<file path="config.mk">
export PLATFORM = sky130hd
export DESIGN_NAME = topic_subscriber_table_top
export DESIGN_NICKNAME = d
export VERILOG_FILES = /design/src/hw/rtl/tst_pkg.sv /design/src/hw/rtl/tst_ram.sv /design/src/hw/rtl/tst_ctrl.sv /design/src/hw/rtl/topic_subscriber_table_top.sv
export SDC_FILE = /design/constraint.sdc
export NUM_CORES = 1
export LEC_CHECK = 0
export ABC_AREA = 1
export BUFFER_PORTS_ARGS = -buffer_cell sky130_fd_sc_hd__buf_2
export CORE_MARGIN = 2
export CORE_UTILIZATION = 26
export CTS_BUF_LIST = sky130_fd_sc_hd__clkbuf_4
export DETAILED_ROUTE_END_ITERATION = 10
export GPL_TIMING_DRIVEN = 0
export PLACE_DENSITY_LB_ADDON = 0.15
export SLEW_MARGIN = 20
export SYNTH_ARGS = -nofsm -noshare
export SYNTH_HDL_FRONTEND = slang
export SYNTH_SLANG_ARGS = --single-unit
</file>
<file path="constraint.sdc">
create_clock -name clock -period 15.4 [get_ports clock]
set_input_delay 3.08 -clock clock [delete_from_list [all_inputs] [get_ports clock]]
set_output_delay 3.08 -clock clock [all_outputs]
set_load 0.01 [all_outputs]
</file>
<file path="src/hw/rtl/tst_pkg.sv">
// Package with the constants, codes and shared types of the topic subscriber table.
package tst_pkg;

   localparam int TOPICS    = 16;
   localparam int SLOTS     = 8;
   localparam int ID_BITS   = 8;
   localparam int DATA_BITS = 32;

   localparam int MODE_W    = 2;
   localparam int TOPIC_W   = 4;
   localparam int SUBID_W   = 8;
   localparam int PAYLOAD_W = 32;
   localparam int STATUS_W  = 2;
   localparam int COUNT_W   = 4;

   localparam int CNT_W     = $clog2(SLOTS + 1);
   localparam int TIDX_W    = (TOPICS > 1) ? $clog2(TOPICS) : 1;
   localparam int RAM_DEPTH = TOPICS * SLOTS;
   localparam int ADDR_W    = (RAM_DEPTH > 1) ? $clog2(RAM_DEPTH) : 1;

   localparam logic [MODE_W-1:0] MODE_SUB   = 2'd0;
   localparam logic [MODE_W-1:0] MODE_UNSUB = 2'd1;
   localparam logic [MODE_W-1:0] MODE_PUB   = 2'd2;

   localparam logic [STATUS_W-1:0] STATUS_OK      = 2'd0;
   localparam logic [STATUS_W-1:0] STATUS_INVALID = 2'd1;
   localparam logic [STATUS_W-1:0] STATUS_FULL    = 2'd2;

   typedef struct packed {
      logic                 wr_en;
      logic [ADDR_W-1:0]    wr_addr;
      logic [ID_BITS-1:0]   wr_data;
      logic                 rd_en;
      logic [ADDR_W-1:0]    rd_addr;
   } ram_req_type;

   typedef struct packed {
      logic [STATUS_W-1:0]  status;
      logic [SUBID_W-1:0]   target;
      logic [TOPIC_W-1:0]   topic_out;
      logic [PAYLOAD_W-1:0] data_out;
      logic [COUNT_W-1:0]   count;
      logic                 last;
   } rsp_type;

endpackage

</file>
<file path="src/hw/rtl/tst_ram.sv">
// Generic single-write, single-read RAM with a registered read port.
module tst_ram #(
   parameter int WIDTH = 8,
   parameter int DEPTH = 128
) (
   input  logic                                   clock,
   input  logic                                   wr_en,
   input  logic [((DEPTH > 1) ? $clog2(DEPTH) : 1)-1:0] wr_addr,
   input  logic [WIDTH-1:0]                       wr_data,
   input  logic                                   rd_en,
   input  logic [((DEPTH > 1) ? $clog2(DEPTH) : 1)-1:0] rd_addr,
   output logic [WIDTH-1:0]                       rd_data
);

   logic [WIDTH-1:0] mem_ff [DEPTH];
   logic [WIDTH-1:0] rd_data_ff;

   always_ff @(posedge clock) begin
      if (wr_en) begin
         mem_ff[wr_addr] <= wr_data;
      end
      if (rd_en) begin
         rd_data_ff <= mem_ff[rd_addr];
      end
   end

   assign rd_data = rd_data_ff;

endmodule

</file>
<file path="src/hw/rtl/tst_ctrl.sv">
// Sequencer that holds the topic counts and walks the subscriber list memory.
module tst_ctrl
   import tst_pkg::*;
(
   input  logic                 clock,
   input  logic                 reset,
   input  logic                 req_valid,
   output logic                 req_ready,
   input  logic [MODE_W-1:0]    req_mode,
   input  logic [TOPIC_W-1:0]   req_topic,
   input  logic [SUBID_W-1:0]   req_subscriber,
   input  logic [PAYLOAD_W-1:0] req_payload,
   output ram_req_type          ram_req,
   input  logic [ID_BITS-1:0]   ram_rd_data,
   input  logic                 out_free,
   output logic                 rsp_load,
   output rsp_type              rsp_next
);

   typedef enum logic [4:0] {
      ST_IDLE  = 5'b00001,
      ST_CHECK = 5'b00010,
      ST_SHIFT = 5'b00100,
      ST_PUB   = 5'b01000,
      ST_RESP  = 5'b10000
   } state_type;

   state_type             state_ff, state_in;
   logic [TOPIC_W-1:0]    topic_ff, topic_in;
   logic [TIDX_W-1:0]     tidx_ff, tidx_in;
   logic [ID_BITS-1:0]    id_ff, id_in;
   logic [DATA_BITS-1:0]  data_ff, data_in;
   logic [CNT_W-1:0]      n_ff, n_in;
   logic [CNT_W-1:0]      idx_ff, idx_in;
   logic [STATUS_W-1:0]   status_ff, status_in;
   logic [ADDR_W-1:0]     base_ff, base_in;
   logic [CNT_W-1:0]      counts_ff [TOPICS];

   logic                  cnt_we;
   logic [TIDX_W-1:0]     cnt_widx;
   logic [CNT_W-1:0]      cnt_wdata;

   logic                  topic_ok;
   logic [TIDX_W-1:0]     tidx_acc;
   logic [ID_BITS-1:0]    id_acc;
   logic [CNT_W-1:0]      n_acc;
   logic [ADDR_W-1:0]     base_acc;
   logic [CNT_W:0]        nxt;
   logic [CNT_W:0]        nxt2;
   logic                  more;

   always_comb begin
      topic_ok = (32'(req_topic) < TOPICS);
      tidx_acc = TIDX_W'(req_topic);
      id_acc   = ID_BITS'(req_subscriber);
      n_acc    = topic_ok ? counts_ff[tidx_acc] : '0;
      base_acc = ADDR_W'(32'(tidx_acc) * SLOTS);
      nxt      = {1'b0, idx_ff} + 1'b1;
      nxt2     = {1'b0, idx_ff} + 2'd2;
      more     = (nxt < {1'b0, n_ff});
   end

   always_comb begin
      state_in  = state_ff;
      topic_in  = topic_ff;
      tidx_in   = tidx_ff;
      id_in     = id_ff;
      data_in   = data_ff;
      n_in      = n_ff;
      idx_in    = idx_ff;
      status_in = status_ff;
      base_in   = base_ff;
      req_ready = 1'b0;
      ram_req   = '0;
      cnt_we    = 1'b0;
      cnt_widx  = tidx_ff;
      cnt_wdata = n_ff - 1'b1;
      rsp_load  = 1'b0;
      rsp_next  = '0;

      case (state_ff)
         ST_IDLE: begin
            req_ready = 1'b1;
            if (req_valid) begin
               topic_in = req_topic;
               tidx_in  = tidx_acc;
               id_in    = id_acc;
               data_in  = DATA_BITS'(req_payload);
               n_in     = n_acc;
               idx_in   = '0;
               base_in  = base_acc;
               case (req_mode)
                  MODE_SUB: begin
                     state_in = ST_RESP;
                     if (!topic_ok || id_acc == '0) begin
                        status_in = STATUS_INVALID;
                     end else if (32'(n_acc) >= SLOTS) begin
                        status_in = STATUS_FULL;
                     end else begin
                        status_in       = STATUS_OK;
                        ram_req.wr_en   = 1'b1;
                        ram_req.wr_addr = base_acc + ADDR_W'(n_acc);
                        ram_req.wr_data = id_acc;
                        cnt_we          = 1'b1;
                        cnt_widx        = tidx_acc;
                        cnt_wdata       = n_acc + 1'b1;
                        n_in            = n_acc + 1'b1;
                     end
                  end
                  MODE_UNSUB: begin
                     if (!topic_ok || id_acc == '0 || n_acc == '0) begin
                        status_in = STATUS_INVALID;
                        state_in  = ST_RESP;
                     end else begin
                        ram_req.rd_en   = 1'b1;
                        ram_req.rd_addr = base_acc;
                        state_in        = ST_CHECK;
                     end
                  end
                  MODE_PUB: begin
                     if (topic_ok && n_acc != '0) begin
                        ram_req.rd_en   = 1'b1;
                        ram_req.rd_addr = base_acc;
                        state_in        = ST_PUB;
                     end
                  end
                  default: begin
                     state_in = ST_IDLE;
                  end
               endcase
            end
         end
         ST_CHECK: begin
            if (ram_rd_data == id_ff) begin
               if (more) begin
                  ram_req.rd_en   = 1'b1;
                  ram_req.rd_addr = base_ff + ADDR_W'(nxt);
                  state_in        = ST_SHIFT;
               end else begin
                  cnt_we    = 1'b1;
                  n_in      = n_ff - 1'b1;
                  status_in = STATUS_OK;
                  state_in  = ST_RESP;
               end
            end else if (more) begin
               ram_req.rd_en   = 1'b1;
               ram_req.rd_addr = base_ff + ADDR_W'(nxt);
               idx_in          = CNT_W'(nxt);
            end else begin
               status_in = STATUS_INVALID;
               state_in  = ST_RESP;
            end
         end
         ST_SHIFT: begin
            ram_req.wr_en   = 1'b1;
            ram_req.wr_addr = base_ff + ADDR_W'(idx_ff);
            ram_req.wr_data = ram_rd_data;
            idx_in          = CNT_W'(nxt);
            if (nxt2 < {1'b0, n_ff}) begin
               ram_req.rd_en   = 1'b1;
               ram_req.rd_addr = base_ff + ADDR_W'(nxt2);
            end else begin
               cnt_we    = 1'b1;
               n_in      = n_ff - 1'b1;
               status_in = STATUS_OK;
               state_in  = ST_RESP;
            end
         end
         ST_PUB: begin
            if (out_free) begin
               rsp_load           = 1'b1;
               rsp_next.status    = STATUS_OK;
               rsp_next.target    = SUBID_W'(ram_rd_data);
               rsp_next.topic_out = topic_ff;
               rsp_next.data_out  = PAYLOAD_W'(data_ff);
               rsp_next.count     = COUNT_W'(n_ff);
               rsp_next.last      = !more;
               if (more) begin
                  ram_req.rd_en   = 1'b1;
                  ram_req.rd_addr = base_ff + ADDR_W'(nxt);
                  idx_in          = CNT_W'(nxt);
               end else begin
                  state_in = ST_IDLE;
               end
            end
         end
         ST_RESP: begin
            if (out_free) begin
               rsp_load           = 1'b1;
               rsp_next.status    = status_ff;
               rsp_next.topic_out = topic_ff;
               rsp_next.count     = COUNT_W'(n_ff);
               rsp_next.last      = 1'b1;
               state_in           = ST_IDLE;
            end
         end
         default: begin
            state_in = ST_IDLE;
         end
      endcase
   end

   always_ff @(posedge clock) begin
      if (reset) begin
         state_ff <= ST_IDLE;
         for (int t = 0; t < TOPICS; t++) begin
            counts_ff[t] <= '0;
         end
      end else begin
         state_ff <= state_in;
         if (cnt_we) begin
            counts_ff[cnt_widx] <= cnt_wdata;
         end
      end
   end

   always_ff @(posedge clock) begin
      topic_ff  <= topic_in;
      tidx_ff   <= tidx_in;
      id_ff     <= id_in;
      data_ff   <= data_in;
      n_ff      <= n_in;
      idx_ff    <= idx_in;
      status_ff <= status_in;
      base_ff   <= base_in;
   end

   a_no_rw_collision: assert property (@(posedge clock) disable iff (reset)
      (ram_req.wr_en && ram_req.rd_en) |-> (ram_req.wr_addr != ram_req.rd_addr))
      else $error("Read and write hit the same list entry in one cycle.");

   a_load_when_free: assert property (@(posedge clock) disable iff (reset)
      rsp_load |-> out_free)
      else $error("Result loaded while the output register is still full.");

   a_idx_in_list: assert property (@(posedge clock) disable iff (reset)
      (state_ff == ST_CHECK || state_ff == ST_PUB || state_ff == ST_SHIFT)
      |-> (idx_ff < n_ff))
      else $error("List index ran past the topic count.");

   a_shift_writes: assert property (@(posedge clock) disable iff (reset)
      (state_ff == ST_SHIFT) |-> ram_req.wr_en)
      else $error("Shift step did not move an entry down.");

   a_count_bound: assert property (@(posedge clock) disable iff (reset)
      cnt_we |-> (32'(cnt_wdata) <= SLOTS))
      else $error("Topic count written above the list capacity.");

endmodule

</file>
<file path="src/hw/rtl/topic_subscriber_table_top.sv">
// Top level of the topic subscriber table: list memory, sequencer and output register.
//
//  Channel  Direction  Handshake             Fields
//  req_     in         req_valid/req_ready   mode, topic, subscriber, payload
//  rsp_     out        rsp_valid/rsp_ready   status, target, topic_out, data_out, count, last
//
// Subscribe and rejected unsubscribe requests answer from the response state; a publish
// to an empty or invalid topic and an unknown mode give no result. Unsubscribe takes one
// memory read per entry up to the match, then one read-write per later entry, all in the
// single list memory. Publish gives one result per cycle while the output is free.
// Reset clears all topic counts at once, so every list reads as empty after reset.
// A stalled result holds the sequencer in place; nothing is lost or repeated.
module topic_subscriber_table_top
   import tst_pkg::*;
(
   input  logic                 clock,
   input  logic                 reset,
   input  logic                 req_valid,
   output logic                 req_ready,
   input  logic [MODE_W-1:0]    req_mode,
   input  logic [TOPIC_W-1:0]   req_topic,
   input  logic [SUBID_W-1:0]   req_subscriber,
   input  logic [PAYLOAD_W-1:0] req_payload,
   output logic                 rsp_valid,
   input  logic                 rsp_ready,
   output logic [STATUS_W-1:0]  rsp_status,
   output logic [SUBID_W-1:0]   rsp_target,
   output logic [TOPIC_W-1:0]   rsp_topic_out,
   output logic [PAYLOAD_W-1:0] rsp_data_out,
   output logic [COUNT_W-1:0]   rsp_count,
   output logic                 rsp_last
);

   ram_req_type         ram_req;
   logic [ID_BITS-1:0]  ram_rd_data;
   logic                out_free;
   logic                rsp_load;
   rsp_type             rsp_next;
   logic                rsp_valid_ff, rsp_valid_in;
   rsp_type             rsp_ff, rsp_in;

   tst_ram #(
      .WIDTH (ID_BITS),
      .DEPTH (RAM_DEPTH)
   ) u_slots (
      .clock   (clock),
      .wr_en   (ram_req.wr_en),
      .wr_addr (ram_req.wr_addr),
      .wr_data (ram_req.wr_data),
      .rd_en   (ram_req.rd_en),
      .rd_addr (ram_req.rd_addr),
      .rd_data (ram_rd_data)
   );

   tst_ctrl u_ctrl (
      .clock          (clock),
      .reset          (reset),
      .req_valid      (req_valid),
      .req_ready      (req_ready),
      .req_mode       (req_mode),
      .req_topic      (req_topic),
      .req_subscriber (req_subscriber),
      .req_payload    (req_payload),
      .ram_req        (ram_req),
      .ram_rd_data    (ram_rd_data),
      .out_free       (out_free),
      .rsp_load       (rsp_load),
      .rsp_next       (rsp_next)
   );

   assign out_free = !rsp_valid_ff || rsp_ready;

   always_comb begin
      rsp_valid_in = rsp_valid_ff;
      rsp_in       = rsp_ff;
      if (rsp_load) begin
         rsp_valid_in = 1'b1;
         rsp_in       = rsp_next;
      end else if (rsp_ready) begin
         rsp_valid_in = 1'b0;
      end
   end

   always_ff @(posedge clock) begin
      if (reset) begin
         rsp_valid_ff <= 1'b0;
      end else begin
         rsp_valid_ff <= rsp_valid_in;
      end
   end

   always_ff @(posedge clock) begin
      rsp_ff <= rsp_in;
   end

   assign rsp_valid     = rsp_valid_ff;
   assign rsp_status    = rsp_ff.status;
   assign rsp_target    = rsp_ff.target;
   assign rsp_topic_out = rsp_ff.topic_out;
   assign rsp_data_out  = rsp_ff.data_out;
   assign rsp_count     = rsp_ff.count;
   assign rsp_last      = rsp_ff.last;

endmodule

</file>
**Yosys cells after proc, flatten, opt, wreduce, memory -nomap -nowiden**

Memories as Yosys holds them, arrays and structs flattened. A register that Yosys moved wholly into a read port is not among the register bits.
Index checks and enable logic that the tools add are counted.
W data, S select, Z words.

- Magnitude comparators: 3
- Reduce and logical (&&, ||, !) cells: 19
- Divide/modulo/power cells: 0
- Shift operators: 0
- Muxes and demuxes: 87
- Equality and inequality tests: 20
- Bitwise logic cells: 0
- Add/sub/neg operators: 8
- $mul: 0

Operator list:

| kind | number |
|---|---|
| $mux W4 | 24 |
| $mux W5 | 11 |
| $mux W16 | 3 |
| $mux W41 | 1 |
| $mux W8 | 5 |
| $pmux W16 S2 | 1 |
| $pmux W8 S4 | 1 |
| $pmux W5 S5 | 1 |
| $mux W24 | 1 |
| $mux W1 | 20 |
| $mux W2 | 9 |
| $pmux W4 S4 | 1 |
| $pmux W8 S2 | 1 |
| $pmux W5 S3 | 1 |
| $add A7 B4 Y7 | 2 |
| $add A7 B5 Y7 | 2 |
| $ne A2 B2 Y1 const B | 7 |
| $pmux W4 S3 | 1 |
| $lt A5 B4 Y1 | 2 |
| $pmux W5 S2 | 1 |
| $eq A8 B8 Y1 | 1 |
| $logic_not A8 Y1 | 1 |
| $pmux W2 S2 | 2 |
| $pmux W4 S2 | 1 |
| 31 further kinds | 37 |

- Memories: 2
- Memory bits (writable): 1,088
- Memory bits (read-only): 0
- Bits in registers: 111
- Input port bits: 50
- Output and inout bits: 53
- Bits in latches: 0
- Word-level logic and storage cells: 153

Memory list:

| name | words | width | read ports | clocked after Yosys merged registers in | write ports | line | text |
|---|---|---|---|---|---|---|---|
| u_slots.mem_ff | 128 | 8 | 1 | 1 | 1 | tst_ram.sv:15 | `logic [WIDTH-1:0] mem_ff [DEPTH];` |
| u_ctrl.counts_ff | 16 | 4 | 1 | 0 | 16 | tst_ctrl.sv:37 | `logic [CNT_W-1:0] counts_ff [TOPICS];` |

**Longest topological paths before layout**

An unclocked memory read counts as a cell.

- Word-level depth: 12
- Mapped depth: 26
- Mapped depth without buffers: 25

**Cells and area by module**

Synthesis repeated with hierarchy kept, for this count alone.

- Cell total of the unflattened synthesis: 4,436
- Area total of the unflattened synthesis: 51,250.4 µm²

By module, submodules not included:

| module | times used | sequential area each (µm²) | cells an instance | area each (µm²) |
|---|---|---|---|---|
| tst_ram | 1 | 30,989.7 | 3,575 | 42,184.2 |
| tst_ctrl | 1 | 3,643.5 | 805 | 7,492.2 |
| topic_subscriber_table_top | 1 | 1,551.5 | 56 | 1,574.0 |

**Least setup slack after synthesis**

OpenSTA, ideal clock, no wires.

- Kind: input to register
- From: in req_valid
- To: mem u_slots.mem_ff[0][0], data pin
- Required time: 14.502 ns
- Buffers on the path: 1
- Setup slack: 6.600 ns
- Library setup time: 0.898 ns
- Arrival: 7.902 ns
- Stages: 7
- Cell sequence: inv_1 > nor2_4 > nand2_2 > nor2_8 > inv_2 > buf_6 > o22ai_1

RTL lines:

| what | line | text |
|---|---|---|
| from (decl) | topic_subscriber_table_top.sv:18 | `input logic req_valid,` |
| to (decl) | tst_ram.sv:15 |  |

**Worst setup path after layout**

- From: in req_topic[1]
- To: mem u_slots.mem_ff[29][1] (enable)

- Longest elaborated chain between the ends: 9
- Elaborated cells between the ends (all ways): 10
- Classes of those cells: add/sub (1); order compare (1); mux (7); memory (1)

Ends and longest elaborated chain:

| what | line | text |
|---|---|---|
| from (decl) | topic_subscriber_table_top.sv:21 | `input logic [TOPIC_W-1:0] req_topic,` |
| $mem_v2 Z16 W4 | -- |  |
| $ge A4 B4 Y1 | tst_ctrl.sv:97 | `end else if (32'(n_acc) >= SLOTS) begin` |
| $mux W16 (*) | tst_ctrl.sv:97 |  |
| $mux W16 (*) | tst_ctrl.sv:95 | `if (!topic_ok \|\| id_acc == '0) begin` |
| $mux W16 (*) | tst_ctrl.sv:92 | `case (req_mode)` |
| $mux W24 (*) | tst_ctrl.sv:84 | `if (req_valid) begin` |
| $pmux W16 S2 (*) | tst_ctrl.sv:81 | `case (state_ff)` |
| $mux W1 | tst_ram.sv:19 | `if (wr_en) begin` |
| $mux W1 (not written as such) | tst_ram.sv:20 | `mem_ff[wr_addr] <= wr_data;` |

Every way passes the cells marked *; elsewhere a longest branch is shown, timed or not.

==> results.sh <==
export IMPL_outcome="complete, no violations"
export IMPL_post_cts_buffers=0
export IMPL_initial_utilization_pct=26.1
export IMPL_r2r_end="u_slots.rd_data[5]"
export IMPL_crit_buf_inv=5
export IMPL_vdd_drop_max_uv=79.2
export IMPL_ctsHtreeMaxLevel=5
export IMPL_grt_use_total_pct=23.0
export IMPL_power_density_nw_per_um2=125
export IMPL_cts_tree="yes"
export IMPL_synth_top_area_share_pct=66.6
export IMPL_cp_slowest_cell="nor2_1"
export IMPL_end_kind="register"
export IMPL_holdPathStages=2
export IMPL_synthArstFlopShare_pct=0
export IMPL_synth_area_leaders="edfxtp_1, nand2_1, nand3_1"
export IMPL_synthToLayoutAreaGrowth_pct=19.0
export IMPL_min_period_over_period_pct=47.6
export IMPL_synth_common_cells="nand2_1, edfxtp_1, inv_1"
export IMPL_hold_end="u_ctrl.state_ff[4]"
export IMPL_hp_start="u_ctrl.state_ff[4]"
export IMPL_relSlewSlack_pct=14.3
export IMPL_syn_nets=5209
export IMPL_hold_buffers=0
export IMPL_wire_per_inst_um=28.5
export IMPL_p_leak_nw=25.5
export IMPL_whs_ns=0.515
export IMPL_synthFlopType="edfxtp_1"
export IMPL_dr_pass1_iters=6
export IMPL_dieArea_sq_um=212000
export IMPL_grt_max_degree=34
export IMPL_clk_latency_ns=1.41
export IMPL_worst_pin_slew_ns=1.29
export IMPL_yosysMostFrequentCell="nand2_1"
export IMPL_crit_type="in2reg"
export IMPL_drt_first_iter_violations=4970
export IMPL_route_detailed_drc=0
export IMPL_cp_data_arrival_time_ns=8.22
export IMPL_yosysWarnings=0
export IMPL_dp_hpwl_um=178000
export IMPL_cts_resized=0
export IMPL_grt_pass1_wl_um=332000
export IMPL_timing_rr_start="u_ctrl.idx_ff[2]"
export IMPL_grt_pass1_vias=40100
export IMPL_place_gp_congestion=0.959
export IMPL_drtAntennaViolNets=0
export IMPL_synth_area_per_cell_sq_um=10.5
export IMPL_worstPathRequired_ns=16.28
export IMPL_crit_fanout=10
export IMPL_fp_dieW_um=460
export IMPL_timing_fmax_ghz=0.136
export IMPL_grt_setup_unrepaired="false"
export IMPL_path_clk_slew_ns=0.06
export IMPL_rows=167
export IMPL_hp_class="reg2reg"
export IMPL_fillerInstances=21600
export IMPL_crit_path_cell_trace="buf_2 > buf_2 > clkbuf_1 > o21ai_0 > o221ai_1 > nand3_1 > nand2_1 > ha_1 > inv_1 > o22ai_1 > nand2_1 > clkbuf_2 > nor2_1"
export IMPL_cts_path_max_buffers=4
export IMPL_root_buffer="clkbuf_4"
export IMPL_synth_area_sq_um=54100
export IMPL_core_sq_um=207000
export IMPL_synth_edf_count=1201
export IMPL_cpPeakStageDelay_ns=1.09
export IMPL_drv_cap=0
export IMPL_drive_gt1_share_pct=17.8
export IMPL_maxSlewViolCount=0
export IMPL_hold_violations=0
export IMPL_die_y_um=460
export IMPL_startpoint_type="input pin"
export IMPL_final_util_pct=31.1
export IMPL_grt_antenna_before_repair=6
export IMPL_portBuffers=102
export IMPL_numCtsBuffers=360
export IMPL_wl_um=248000
export IMPL_reg2reg_depth=21
export IMPL_synth_cell_types=48
export IMPL_ys_seq_area_share_pct=66.9
export IMPL_total_power_mw=8.04
export IMPL_synth_seq_cells=1207
export IMPL_yosysTopAreaCell="edfxtp_1"
export IMPL_cp_depth=13
export IMPL_setup_violations=0
export IMPL_fin_skew_ns=0.150
export IMPL_finalCriticalPeriod_ns=7.34
export IMPL_dp_slack_ns=7.01
export IMPL_grt_overflow_total=0
export IMPL_critical_path_top_delay_family="simple AND/OR/NAND/NOR gates"
export IMPL_syn_inst=5133
export IMPL_vias_per_cell=4.87
export IMPL_tns_ns=0
export IMPL_routed_via_count=42300
export IMPL_ff2ff_setup_slack_ns=9.69
export IMPL_cts_sinks=1207
export IMPL_nets=5758
export IMPL_postLayoutSetupSlackWorst_ns=8.06
export IMPL_io_pins=103
-- worst min-delay path, cell delays in order, from the launching register on --
cell and delay [ns]:
dfxtp_1 0.33, nand4_1 0.08, a21oi_1 0.06
-- registers in the layout (all words and copies together) (netlist names) --
register	count
rsp_count	4
rsp_data_out	32
rsp_last	1
rsp_status	2
rsp_target	8
rsp_topic_out	4
rsp_valid	1
u_ctrl.counts_ff	64
u_ctrl.data_ff	32
u_ctrl.id_ff	8
u_ctrl.idx_ff	4
u_ctrl.n_ff	4
u_ctrl.state_ff	5
u_ctrl.status_ff	2
u_ctrl.topic_ff	4
u_slots.mem_ff	1024
u_slots.rd_data	8
-- cell type report --
type	count	area (sq um)	share of cell area (%)
Sequential cell	1207	36200	56.2
Multi-Input combinational cell	2969	14300	22.3
Clock buffer	499	3750	5.82
Tap cell	2788	3490	5.42
Inverter	671	2520	3.91
Timing Repair Buffer	187	2330	3.61
Buffer	286	1390	2.15
Clock inverter	73	388	0.602
Antenna cell	14	35.0	0.0544
-- per-stage QoR --
step           instances  area, sq um
6_report            8694        64400
5_1_grt             8688        64400
4_1_cts             8680        64400
3_5_place_dp        8108        60200
3_3_place_gp        8023        58100
2_1_floorplan       5133        54100
-- report_power, final --
part	switching, mW	internal, mW	total (mW)
registers	0.0295	3.67	3.70
clock network	1.45	1.54	2.99
logic	1.04	0.317	1.35
-- cell families after synthesis --
kind of cell               count (synthesis)  synth area share [%]
and+or+nand+nor                         2683                  22.3
DFF                                     1207                  66.9
buffers and inverters                    957                  7.15
AOI/OAI and AO/OA                        243                  2.84
adders and majority gates                 26                 0.629
xor gates and xnor gates                  17                 0.275
-- per-layer routing --
| layer | track usage (%) | part of all wire [%] | wire length, um |
|---|---|---|---|
| met5 | 0 | 0 | 0 |
| met1 | 31.4 | 43 | 108000 |
| met4 | 10.3 | 4.5 | 11100 |
| met2 | 35.2 | 44 | 109000 |
| met3 | 4.62 | 8.1 | 20100 |
-- how the worst max path moves through the flow --
stage	slack (ns)	endpoint	startpoint
6_report	8.06	u_slots.mem_ff[29][1]	req_topic[1]
5_1_grt	8.36	u_slots.mem_ff[51][0]	req_topic[1]
4_1_cts	8.50	u_slots.mem_ff[51][0]	req_topic[1]
3_5_place_dp	7.01	u_slots.mem_ff[51][5]	req_topic[1]
3_3_place_gp	-2.74	u_slots.mem_ff[100][2]	u_ctrl.state_ff[1]
2_1_floorplan	6.60	u_slots.mem_ff[0][0]	req_valid
-- placed cells by master (no fill, tap or decap), types with 62 or more instances in the layout --
cell and n:
nor2_2 71, nand3b_1 244, inv_1 653, nor2_1 298
nand3_1 633, edfxtp_1 1201, o211ai_1 92, clkinv_1 62
nand2_1 1368, buf_2 277, clkbuf_4 499
Power figures use the tool's default switching activity.
